<file path="config.mk">
export PLATFORM = sky130hd
export DESIGN_NAME = sorted_list_insert_delete
export DESIGN_NICKNAME = d
export VERILOG_FILES = /design/src/hw/rtl/sl_pkg.sv /design/src/hw/rtl/sorted_list_insert_delete.sv /design/src/hw/rtl/sl_cell.sv
export SDC_FILE = /design/constraint.sdc
export NUM_CORES = 2
export LEC_CHECK = 0
export BUFFER_PORTS_ARGS = -buffer_cell sky130_fd_sc_hd__buf_2
export CORE_MARGIN = 2
export CORE_UTILIZATION = 60
export CTS_BUF_LIST = sky130_fd_sc_hd__clkbuf_2
export DETAILED_ROUTE_END_ITERATION = 8
export PLACE_DENSITY = 0.82
export SETUP_SLACK_MARGIN = 0.2
export SYNTH_ARGS = -nofsm -noshare
export SYNTH_HDL_FRONTEND = slang
export SYNTH_SLANG_ARGS = --single-unit
</file>
<file path="constraint.sdc">
create_clock -name clk_i -period 5.5 [get_ports clk_i]
set_clock_uncertainty 0.2 [all_clocks]
set_input_delay 0.55 -clock clk_i [delete_from_list [all_inputs] [get_ports clk_i]]
set_output_delay 0.55 -clock clk_i [all_outputs]
set_load 0.01 [all_outputs]
</file>
<file path="src/hw/rtl/sl_pkg.sv">
// Package with the shared types and constants of the sorted list insert/delete block.
package sl_pkg;

  // Number of cells in the sorted table.
  localparam int unsigned DEPTH = 16;
  // Width of the internal entry count, which must hold DEPTH itself.
  localparam int unsigned CNT_W = $clog2(DEPTH + 1);
  // Width of the entry count result field.
  localparam int unsigned COUNT_OUT_W = 5;
  // Width of one stored key.
  localparam int unsigned KEY_W = 32;

  // Action codes of an input item.
  localparam logic ACT_INSERT = 1'b0;
  localparam logic ACT_DELETE = 1'b1;

  // Status codes of a result item.
  localparam logic [1:0] ST_DONE      = 2'd0;
  localparam logic [1:0] ST_NOT_FOUND = 2'd1;
  localparam logic [1:0] ST_FULL      = 2'd2;

  typedef struct packed {
    logic                    action;
    logic signed [KEY_W-1:0] value;
  } sl_in_t;

  typedef struct packed {
    logic [1:0]              status;
    logic [COUNT_OUT_W-1:0]  entry_count;
    logic signed [KEY_W-1:0] smallest;
  } sl_out_t;

  // Command broadcast to every cell.
  typedef struct packed {
    logic                    ins_en;
    logic                    del_en;
    logic signed [KEY_W-1:0] key;
  } sl_cmd_t;

  // What one cell shows to its neighbors.
  typedef struct packed {
    logic signed [KEY_W-1:0] entry;
    logic                    ins_after;
    logic                    del_after;
  } sl_link_t;

endpackage

</file>
<file path="src/hw/rtl/sorted_list_insert_delete.sv">
// Top level of the sorted list insert/delete block: a chain of key cells and the result register.
//
//   channel  direction  payload   accepted when
//   in       input      sl_in_t   in_valid_i  && !in_stall_o
//   out      output     sl_out_t  out_valid_o && !out_stall_i
//
// In every operation the key is broadcast to all cells, each cell compares it
// with its own entry; cells from the insert or delete point on shift one place in the same edge.
// One operation can be accepted in every cycle while the result register drains.
// The result is registered and appears in the cycle after its operation is accepted.
// Reset empties the table by clearing the entry count; the cells themselves keep no reset.
// While a result waits under out_stall_i, the input channel is stalled too.
module sorted_list_insert_delete (
  input  logic            clk_i,
  input  logic            rst_ni,
  input  logic            in_valid_i,
  output logic            in_stall_o,
  input  sl_pkg::sl_in_t  in_data_i,
  output logic            out_valid_o,
  input  logic            out_stall_i,
  output sl_pkg::sl_out_t out_data_o
);
  import sl_pkg::*;

  logic [CNT_W-1:0]        count_q, count_d;
  logic                    out_valid_q;
  sl_out_t                 out_data_q, out_data_d;
  logic                    accept, full, found;
  sl_cmd_t                 cmd;
  sl_link_t                links    [DEPTH];
  logic signed [KEY_W-1:0] nexts    [DEPTH];
  logic [DEPTH-1:0]        hits;
  logic [31:0]             count_ext;

  // A new operation can enter whenever the result register is empty or being drained.
  assign in_stall_o = out_valid_q && out_stall_i;
  assign accept     = in_valid_i && !in_stall_o;

  assign full  = (count_q == CNT_W'(DEPTH));
  // At most one cell reports a hit, so a reduction OR finds it.
  assign found = |hits;

  assign cmd.ins_en = accept && (in_data_i.action == ACT_INSERT) && !full;
  assign cmd.del_en = accept && (in_data_i.action == ACT_DELETE) && found;
  assign cmd.key    = in_data_i.value;

  // The row of cells. A cell is occupied when its position lies below the entry count.
  // Inserts shift entries toward the tail, deletes pull them toward the head.
  for (genvar i = 0; i < DEPTH; i++) begin : g_cell
    sl_link_t                left;
    logic signed [KEY_W-1:0] right_entry;

    if (i == 0) begin : g_head
      assign left = '{entry: '0, ins_after: 1'b0, del_after: 1'b0};
    end else begin : g_mid
      assign left = links[i-1];
    end

    if (i == DEPTH - 1) begin : g_tail
      assign right_entry = '0;
    end else begin : g_body
      assign right_entry = links[i+1].entry;
    end

    sl_cell u_cell (
      .clk_i         (clk_i),
      .cmd_i         (cmd),
      .occ_i         (CNT_W'(i) < count_q),
      .left_i        (left),
      .right_entry_i (right_entry),
      .link_o        (links[i]),
      .next_o        (nexts[i]),
      .hit_o         (hits[i])
    );
  end

  always_comb begin
    count_d = count_q;
    if (cmd.ins_en) begin
      count_d = count_q + CNT_W'(1);
    end else if (cmd.del_en) begin
      count_d = count_q - CNT_W'(1);
    end
  end

  assign count_ext = 32'(count_d);

  always_comb begin
    out_data_d.status = ST_DONE;
    if (in_data_i.action == ACT_INSERT) begin
      if (full) begin
        out_data_d.status = ST_FULL;
      end
    end else if (!found) begin
      out_data_d.status = ST_NOT_FOUND;
    end
    out_data_d.entry_count = count_ext[COUNT_OUT_W-1:0];
    // The head cell's next value is the smallest entry after this operation.
    out_data_d.smallest    = (count_d != '0) ? nexts[0] : '0;
  end

  always_ff @(posedge clk_i or negedge rst_ni) begin
    if (!rst_ni) begin
      count_q     <= '0;
      out_valid_q <= 1'b0;
    end else begin
      count_q <= count_d;
      if (accept) begin
        out_valid_q <= 1'b1;
      end else if (!out_stall_i) begin
        out_valid_q <= 1'b0;
      end
    end
  end

  always_ff @(posedge clk_i) begin
    if (accept) begin
      out_data_q <= out_data_d;
    end
  end

  assign out_valid_o = out_valid_q;
  assign out_data_o  = out_data_q;

  // The table never holds more entries than it has cells.
  a_count_bound: assert property (@(posedge clk_i) disable iff (!rst_ni)
    count_q <= CNT_W'(DEPTH))
    else $error("entry count exceeds table depth");

  // An insert into a full table is rejected and leaves the count alone.
  a_full_reject: assert property (@(posedge clk_i) disable iff (!rst_ni)
    (accept && (in_data_i.action == ACT_INSERT) && full)
    |=> (out_data_o.status == ST_FULL) && (count_q == CNT_W'(DEPTH)))
    else $error("insert into full table not rejected");

  // Every accepted operation produces a result in the next cycle.
  a_result_follows: assert property (@(posedge clk_i) disable iff (!rst_ni)
    accept |=> out_valid_o)
    else $error("accepted operation produced no result");

  // A failed delete leaves the entry count unchanged.
  a_miss_keeps_count: assert property (@(posedge clk_i) disable iff (!rst_ni)
    (accept && (in_data_i.action == ACT_DELETE) && !found) |=> (count_q == $past(count_q)))
    else $error("delete miss changed the entry count");

endmodule

</file>
<file path="src/hw/rtl/sl_cell.sv">
// One cell of the sorted table: holds one key and shifts it toward either neighbor.
module sl_cell (
  input  logic                          clk_i,
  input  sl_pkg::sl_cmd_t               cmd_i,
  input  logic                          occ_i,
  input  sl_pkg::sl_link_t              left_i,
  input  logic signed [sl_pkg::KEY_W-1:0] right_entry_i,
  output sl_pkg::sl_link_t              link_o,
  output logic signed [sl_pkg::KEY_W-1:0] next_o,
  output logic                          hit_o
);
  import sl_pkg::*;

  logic signed [KEY_W-1:0] entry_q, entry_d;
  logic                    ins_after, del_after;

  // The insert point lies at or before this cell when it is empty or holds a larger key.
  assign ins_after = !(occ_i && (entry_q <= cmd_i.key));
  // The delete point lies at or before this cell when it is empty or holds a key not smaller.
  assign del_after = !(occ_i && (entry_q < cmd_i.key));
  // This is the first cell not below the key, and it holds the key itself.
  assign hit_o = del_after && !left_i.del_after && occ_i && (entry_q == cmd_i.key);

  always_comb begin
    entry_d = entry_q;
    if (cmd_i.ins_en && ins_after) begin
      entry_d = left_i.ins_after ? left_i.entry : cmd_i.key;
    end else if (cmd_i.del_en && del_after) begin
      entry_d = right_entry_i;
    end
  end

  always_ff @(posedge clk_i) begin
    entry_q <= entry_d;
  end

  assign link_o = '{entry: entry_q, ins_after: ins_after, del_after: del_after};
  assign next_o = entry_d;

endmodule
</file>
Word level (Yosys, flattened, before mapping)
Index checks and enable logic that the tools add are counted.

Register bits after elaboration: 557. Input bits: 37. Output and inout bits: 41. Logic and storage cells: 312.

Add/subtract/negate cells: 2. Order comparisons: 48. Eq/ne operators: 18. Muxes and demuxes: 54. Bitwise operators: 1. Reduce and logical (&&, ||, !) cells: 168.

Operators with widths (count): $mux 32 (47); $eq 32x32->1 (16); $le 32x32->1 (16); $lt 32x32->1 (16); $logic_and 1x1->1 (117); $lt 4x5->1 const A (8); $logic_not 1->1 (34); $reduce_bool 2->1 (15); $lt 3x5->1 const A (4); $reduce_or 16->1 (1); $lt 1x5->1 const A (2); $lt 2x5->1 const A (2); $mux 5 (2); $add 5x1->5 const B (1); $eq 5x5->1 const B (1); $reduce_bool 5->1 (1); $sub 5x1->5 const B (1); $mux 2 (2); $mux 1 (3); $ne 2x1->1 const B (1); $not 1->1 (1).

Depth between registers and ports, before layout
Depth after elaboration: 11. Depth in mapped cells: 17.

By module
From an unflattened synthesis, not the netlist that was laid out.

Cell total of the unflattened synthesis: 4516. Area total of the unflattened synthesis: 46863.7 um2.

Modules (own cells, without submodules): sl_cell (instances 16, cells each 269, area each 2785.2 um2); sorted_list_insert_delete (instances 1, cells each 212, area each 2301.0 um2).

Worst setup path before layout
Ideal clock, no wire load.

Kind: in2reg. From: in in_data_i[7] (netlist bit). To: reg g_cell[3].u_cell.entry_q[0] (enable). Library setup time: 0.466 ns. Data arrival time: 5.663 ns. Path slack: -0.828 ns. Cell stages on the path: 14. Path buffers: 2. Path through: inv_1 ha_1 a21oi_1 o21ai_0 nor4b_1 o41a_1 o32ai_1 nand2b_1 o221a_2 o2111a_1 a21o_1 buf_4 clkbuf_1 o21ai_0.

Cells in the longest elaborated chain, start to end: 10. Elaborated cells between the ends (all ways): 119. Those cells by class: order compare (17); eq/ne (16); reduce/logical (86).

Ends and longest elaborated chain: start: declaration (RTL line sorted_list_insert_delete.sv:18) `input sl_pkg::sl_in_t in_data_i,`; $lt 32x32->1 (RTL line sl_cell.sv:20) `assign del_after = !(occ_i && (entry_q < cmd_i.key));`; $logic_and 1x1->1 (RTL line sl_cell.sv:20); $logic_not 1->1 (RTL line sl_cell.sv:20); $logic_and 1x1->1 (3 in series) (RTL line sl_cell.sv:22) `assign hit_o = del_after && !left_i.del_after && occ_i && (entry_q == cmd_i.key);`; $reduce_or 16->1 (RTL line sorted_list_insert_delete.sv:41) `assign found = |hits;`; $logic_and 1x1->1 (RTL line sorted_list_insert_delete.sv:44) `assign cmd.del_en = accept && (in_data_i.action == ACT_DELETE) && found;`; $logic_and 1x1->1 (RTL line sl_cell.sv:28) `end else if (cmd_i.del_en && del_after) begin`; $reduce_bool 2->1 (no source line) *; end signal: assignment (RTL line sl_cell.sv:34) `entry_q <= entry_d;`; end: declaration (RTL line sl_cell.sv:14) `logic signed [KEY_W-1:0] entry_q, entry_d;`.

Mark *: on every way between the ends. The rest lies on a longest branch, timed or not. A chain may end at the register's enable or synchronous reset.

Worst setup path after layout
From: reg g_cell[13].u_cell.entry_q[5]. To: reg out_data_q (netlist bit out_data_o[31]), data pin.

Cells in the longest elaborated chain, start to end: 11. Elaborated cells between the ends (all ways): 18. Those cells by class: order compare (1); eq/ne (1); mux (4); reduce/logical (12).

Ends and longest elaborated chain: start: declaration (RTL line sl_cell.sv:14); start signal: assignment (RTL line sl_cell.sv:34); $lt 32x32->1 (RTL line sl_cell.sv:20); $logic_and 1x1->1 (RTL line sl_cell.sv:20); $logic_not 1->1 (RTL line sl_cell.sv:20); $logic_and 1x1->1 (3 in series) (RTL line sl_cell.sv:22); $reduce_or 16->1 * (RTL line sorted_list_insert_delete.sv:41); $logic_and 1x1->1 * (RTL line sorted_list_insert_delete.sv:44); $mux 5 / $logic_and 1x1->1 (equally long branches) (RTL line sorted_list_insert_delete.sv:81, sl_cell.sv:28); $mux 5 / $mux 32 (equally long branches) (RTL line sorted_list_insert_delete.sv:79, sl_cell.sv:28); $reduce_bool 5->1 / $mux 32 (equally long branches) (RTL line sorted_list_insert_delete.sv:99, sl_cell.sv:26); end signal: assignment (RTL line sorted_list_insert_delete.sv:118) `out_data_q <= out_data_d;`; end: declaration (RTL line sorted_list_insert_delete.sv:27) `sl_out_t out_data_q, out_data_d;`.

Marks and branches as above.

==> results.toml <==
[status]
outcome = "finished clean"

[die]
start_util_pct = 60.92
std_cell_rows = 93
design.portCount = 78
die_height_um = 260.3
fp.dieW_um = 260.3
area_enclosed_by_the_die_boundary_um2 = 67750
core_um2 = 64700

[critical_path]
setup.worst_path.start_class = "flop"
crit_fanout = 32
r2r_setup_slack_ns = 0.54
regToRegStartpoint = "g_cell[13].u_cell.entry_q[5]"
critical_path.reg2reg.endpoint = "out_data_o[31]"
criticalPathCategory = "reg -> reg"
timing.critical_path.arrival_ns = 5.86
crit_required_ns = 6.40
cp-end-kind = "flop"
worstRegToRegCells = 14

[routing]
routedWlPerCell_um = 21.63
drt_first_iter_violations = 3228
drt_drc_violations_left = 0
dr.max_layer_used = "met4"
vias = 32930
wl_met2_um = 50950
drt_pre_antenna_iters = 6
viasPerCell = 6.324
wirelength_um = 112700
metal1_wirelength_um = 46690
met3RoutedLength_um = 9213
route.antenna.remaining_nets = 0

[logic_synthesis]
synthesis.instances = 3931
synth_seq_area_share_pct = 41.55
synthDominantAreaCellType = "edfxtp_1"
post_synth_instance_area_um2 = 39410
netlist-cell-type-count = 80
synthArstFlopShare_pct = 1.077
dominantRegCellSynth = "edfxtp_1"
postSynthRegisterBits = 557
netlist.area_leader.share_pct = 39.55
netlist_top_cells_count = "nand2_1 (533), edfxtp_1 (519), ha_1 (515)"
synth.area.top_cells = "edfxtp_1 (40%), ha_1 (16%), mux2i_1 (12%)"
synth-edff-count = 519
postSynthNetCount = 4483
syn_avg_cell_area_um2 = 10.03
synthesis.yosys.warnings = 0
synth_most_common_cell = "nand2_1"

[power]
p_leak_nw = 19.46
fin_total_pwr_w = 0.01221
power-per-cell-area_nw_per_um2 = 275.6
vdd.ir_drop.worst_mv = 0.1636

[finish]
post-route-cell-area_um2 = 44300
fin_util_pct = 68.47
area_growth_pct = 12.41
final_net_count = 4793
final_layout_size_suffix_gt1_share_pct = 13.70
layout.cells.non_filler = 5208

[clock_network]
root_buffer = "clkbuf_2"
tritoncts_num_sinks = 557
clk_pin_slew_ns = 0.09
max-clock-path-buffers = 3
clkLatencyLatePin_ns = 1.42
htree_levels = 4
cts_post_setup_buffers_inserted = 0
cts_buffers = 149
tritoncts_clock_tree = "built"

[grt]
global_route_overflow = 0
antenna_violations_before_repair = 1
grt_pass1_wl_um = 175800
groute.usage.overall_pct = 33.29
largest_net_degree_at_the_start_of_global_routing = 66
first_global_vias = 32080

[hold_path]
worst_hold_path_type = "in -> async"

[sta]
fmax_mhz = 201.8
slew_headroom_pct = 35.32
period_needed_ns = 4.957
timing.final.hold_violations = 0
setup_repair_after_global_routing_missed_its_margin = "no"
tightestPinTransition_ns = 0.9703
final_critical_path_setup_slack_ns = 0.5435
final_max_slew_violation_count = 0
layout_worst_path_cycle_share_pct = 90.12
setup-violations-final = 0

[place]
dp_hpwl_um = 86890
placedInstanceArea_um2 = 42230
place.port_buffers = 77
place_ws_ns = -0.01400
globalplace.congestion = 1.052
placed_cells_incl_taps = 4875

[job]
maxCapViolCount = 0
==> what timing repair did <==
item	4_1_cts	5_1_grt
gates resized for setup	0	0
hold buffers	70	0
endpoints found under the setup margin	0	0
endpoints found under the hold margin	663	0
==> final cells by class <==
class | instances | area, µm²
Clock buffer | 224 | 1121
Timing Repair Buffer | 370 | 3073
Inverter | 78 | 292.8
Sequential cell | 557 | 16380
Multi-Input combinational cell | 3085 | 22120
Antenna cell | 4 | 10.01
Clock inverter | 35 | 244.0
Fill cell | 4854 | 20400
Tap cell | 855 | 1070
==> worst max-delay path, cell delays in order (launching register included) <==
cell       delay, ns
edfxtp_1        0.44
ha_1            0.32
a21oi_1         0.16
o21ai_0         0.15
a221o_1         0.38
o31ai_1         0.49
a41oi_1         0.19
buf_4           0.22
o32ai_1         0.71
nor4_4          0.15
a21o_1          0.29
a21o_1          0.24
a2111oi_4       0.39
buf_12          0.25
a21boi_0        0.11
==> per-layer routing <==
| metal | vias to the layer above | global-route usage, % |
|---|---|---|
| met5 | - | 0 |
| met4 | 0 | 17.27 |
| met3 | 333 | 5.973 |
| met2 | 1573 | 53.52 |
| met1 | 15490 | 43.14 |
| li1 | 15530 | - |
==> layout by cell type, fill, tap and decap left out, types with 11 or more instances in the layout <==
cell type and instances:
nor3_1 26, clkinv_1 25, buf_4 198, buf_2 77, mux2i_1 472, o21ai_1 30
ha_1 515, dlygate4sd3_1 70, nand2b_1 11, a211oi_1 15, nor2_1 201, and4_1 22
nand3_1 58, nand2_1 527, a21o_1 49, nor4_1 21, nand4_1 106, a21boi_0 21
or3_1 12, a21boi_1 30, edfxtp_1 519, o211ai_1 18, buf_12 25, clkbuf_2 224
dfxtp_1 32, a21oi_1 300, o21ai_0 447, nor2b_1 22, a221oi_1 15, inv_1 77
==> kinds of logic after synthesis <==
family / synth area share (%)
fa+ha+maj: 16.35
compound gates: 14.57
buf+inv: 2.857
mux: 12.05
flops: 41.55
xor+xnor: 0.1778
simple gates: 12.44
==> metrics by stage <==
stage	setup TNS (ns)	hold WS, ns
after floorplan	-48.73	0.05441
after global placement	0	0.2793
after detailed placement	-0.01400	0.2779
after CTS	0	0.01084
after global routing	0	0.1077
final	0	0.1274
==> registers in the layout, indices dropped and copies added (netlist names) <==
signal	count
out_data_o	39
count_q	5
out_valid_o	1
g_cell.u_cell.entry_q	512
==> power breakdown <==
part | leakage (nW) | internal [W] | switching, W | total [W]
clock | 1.05 | 0.00126 | 0.00183 | 0.00309
combinational | 13.3 | 0.00151 | 0.00217 | 0.00368
sequential | 5.11 | 0.00513 | 0.000307 | 0.00543
total | 19.5 | 0.00790 | 0.00431 | 0.0122
==> worst max path at each step <==
stage / startpoint / endpoint / slack, ns
floorplan: in_data_i[7] / g_cell[13].u_cell.entry_q[0] / -0.67
global placement: in_data_i[23] / out_data_o[31] / 0.08
detailed placement: in_data_i[23] / out_data_o[23] / -0.01
CTS: g_cell[13].u_cell.entry_q[5] / out_data_o[31] / 0.58
global route: g_cell[10].u_cell.entry_q[14] / out_data_o[31] / 0.34
finish: g_cell[13].u_cell.entry_q[5] / out_data_o[31] / 0.54
Note: power is estimated with default switching activity, not from simulation.
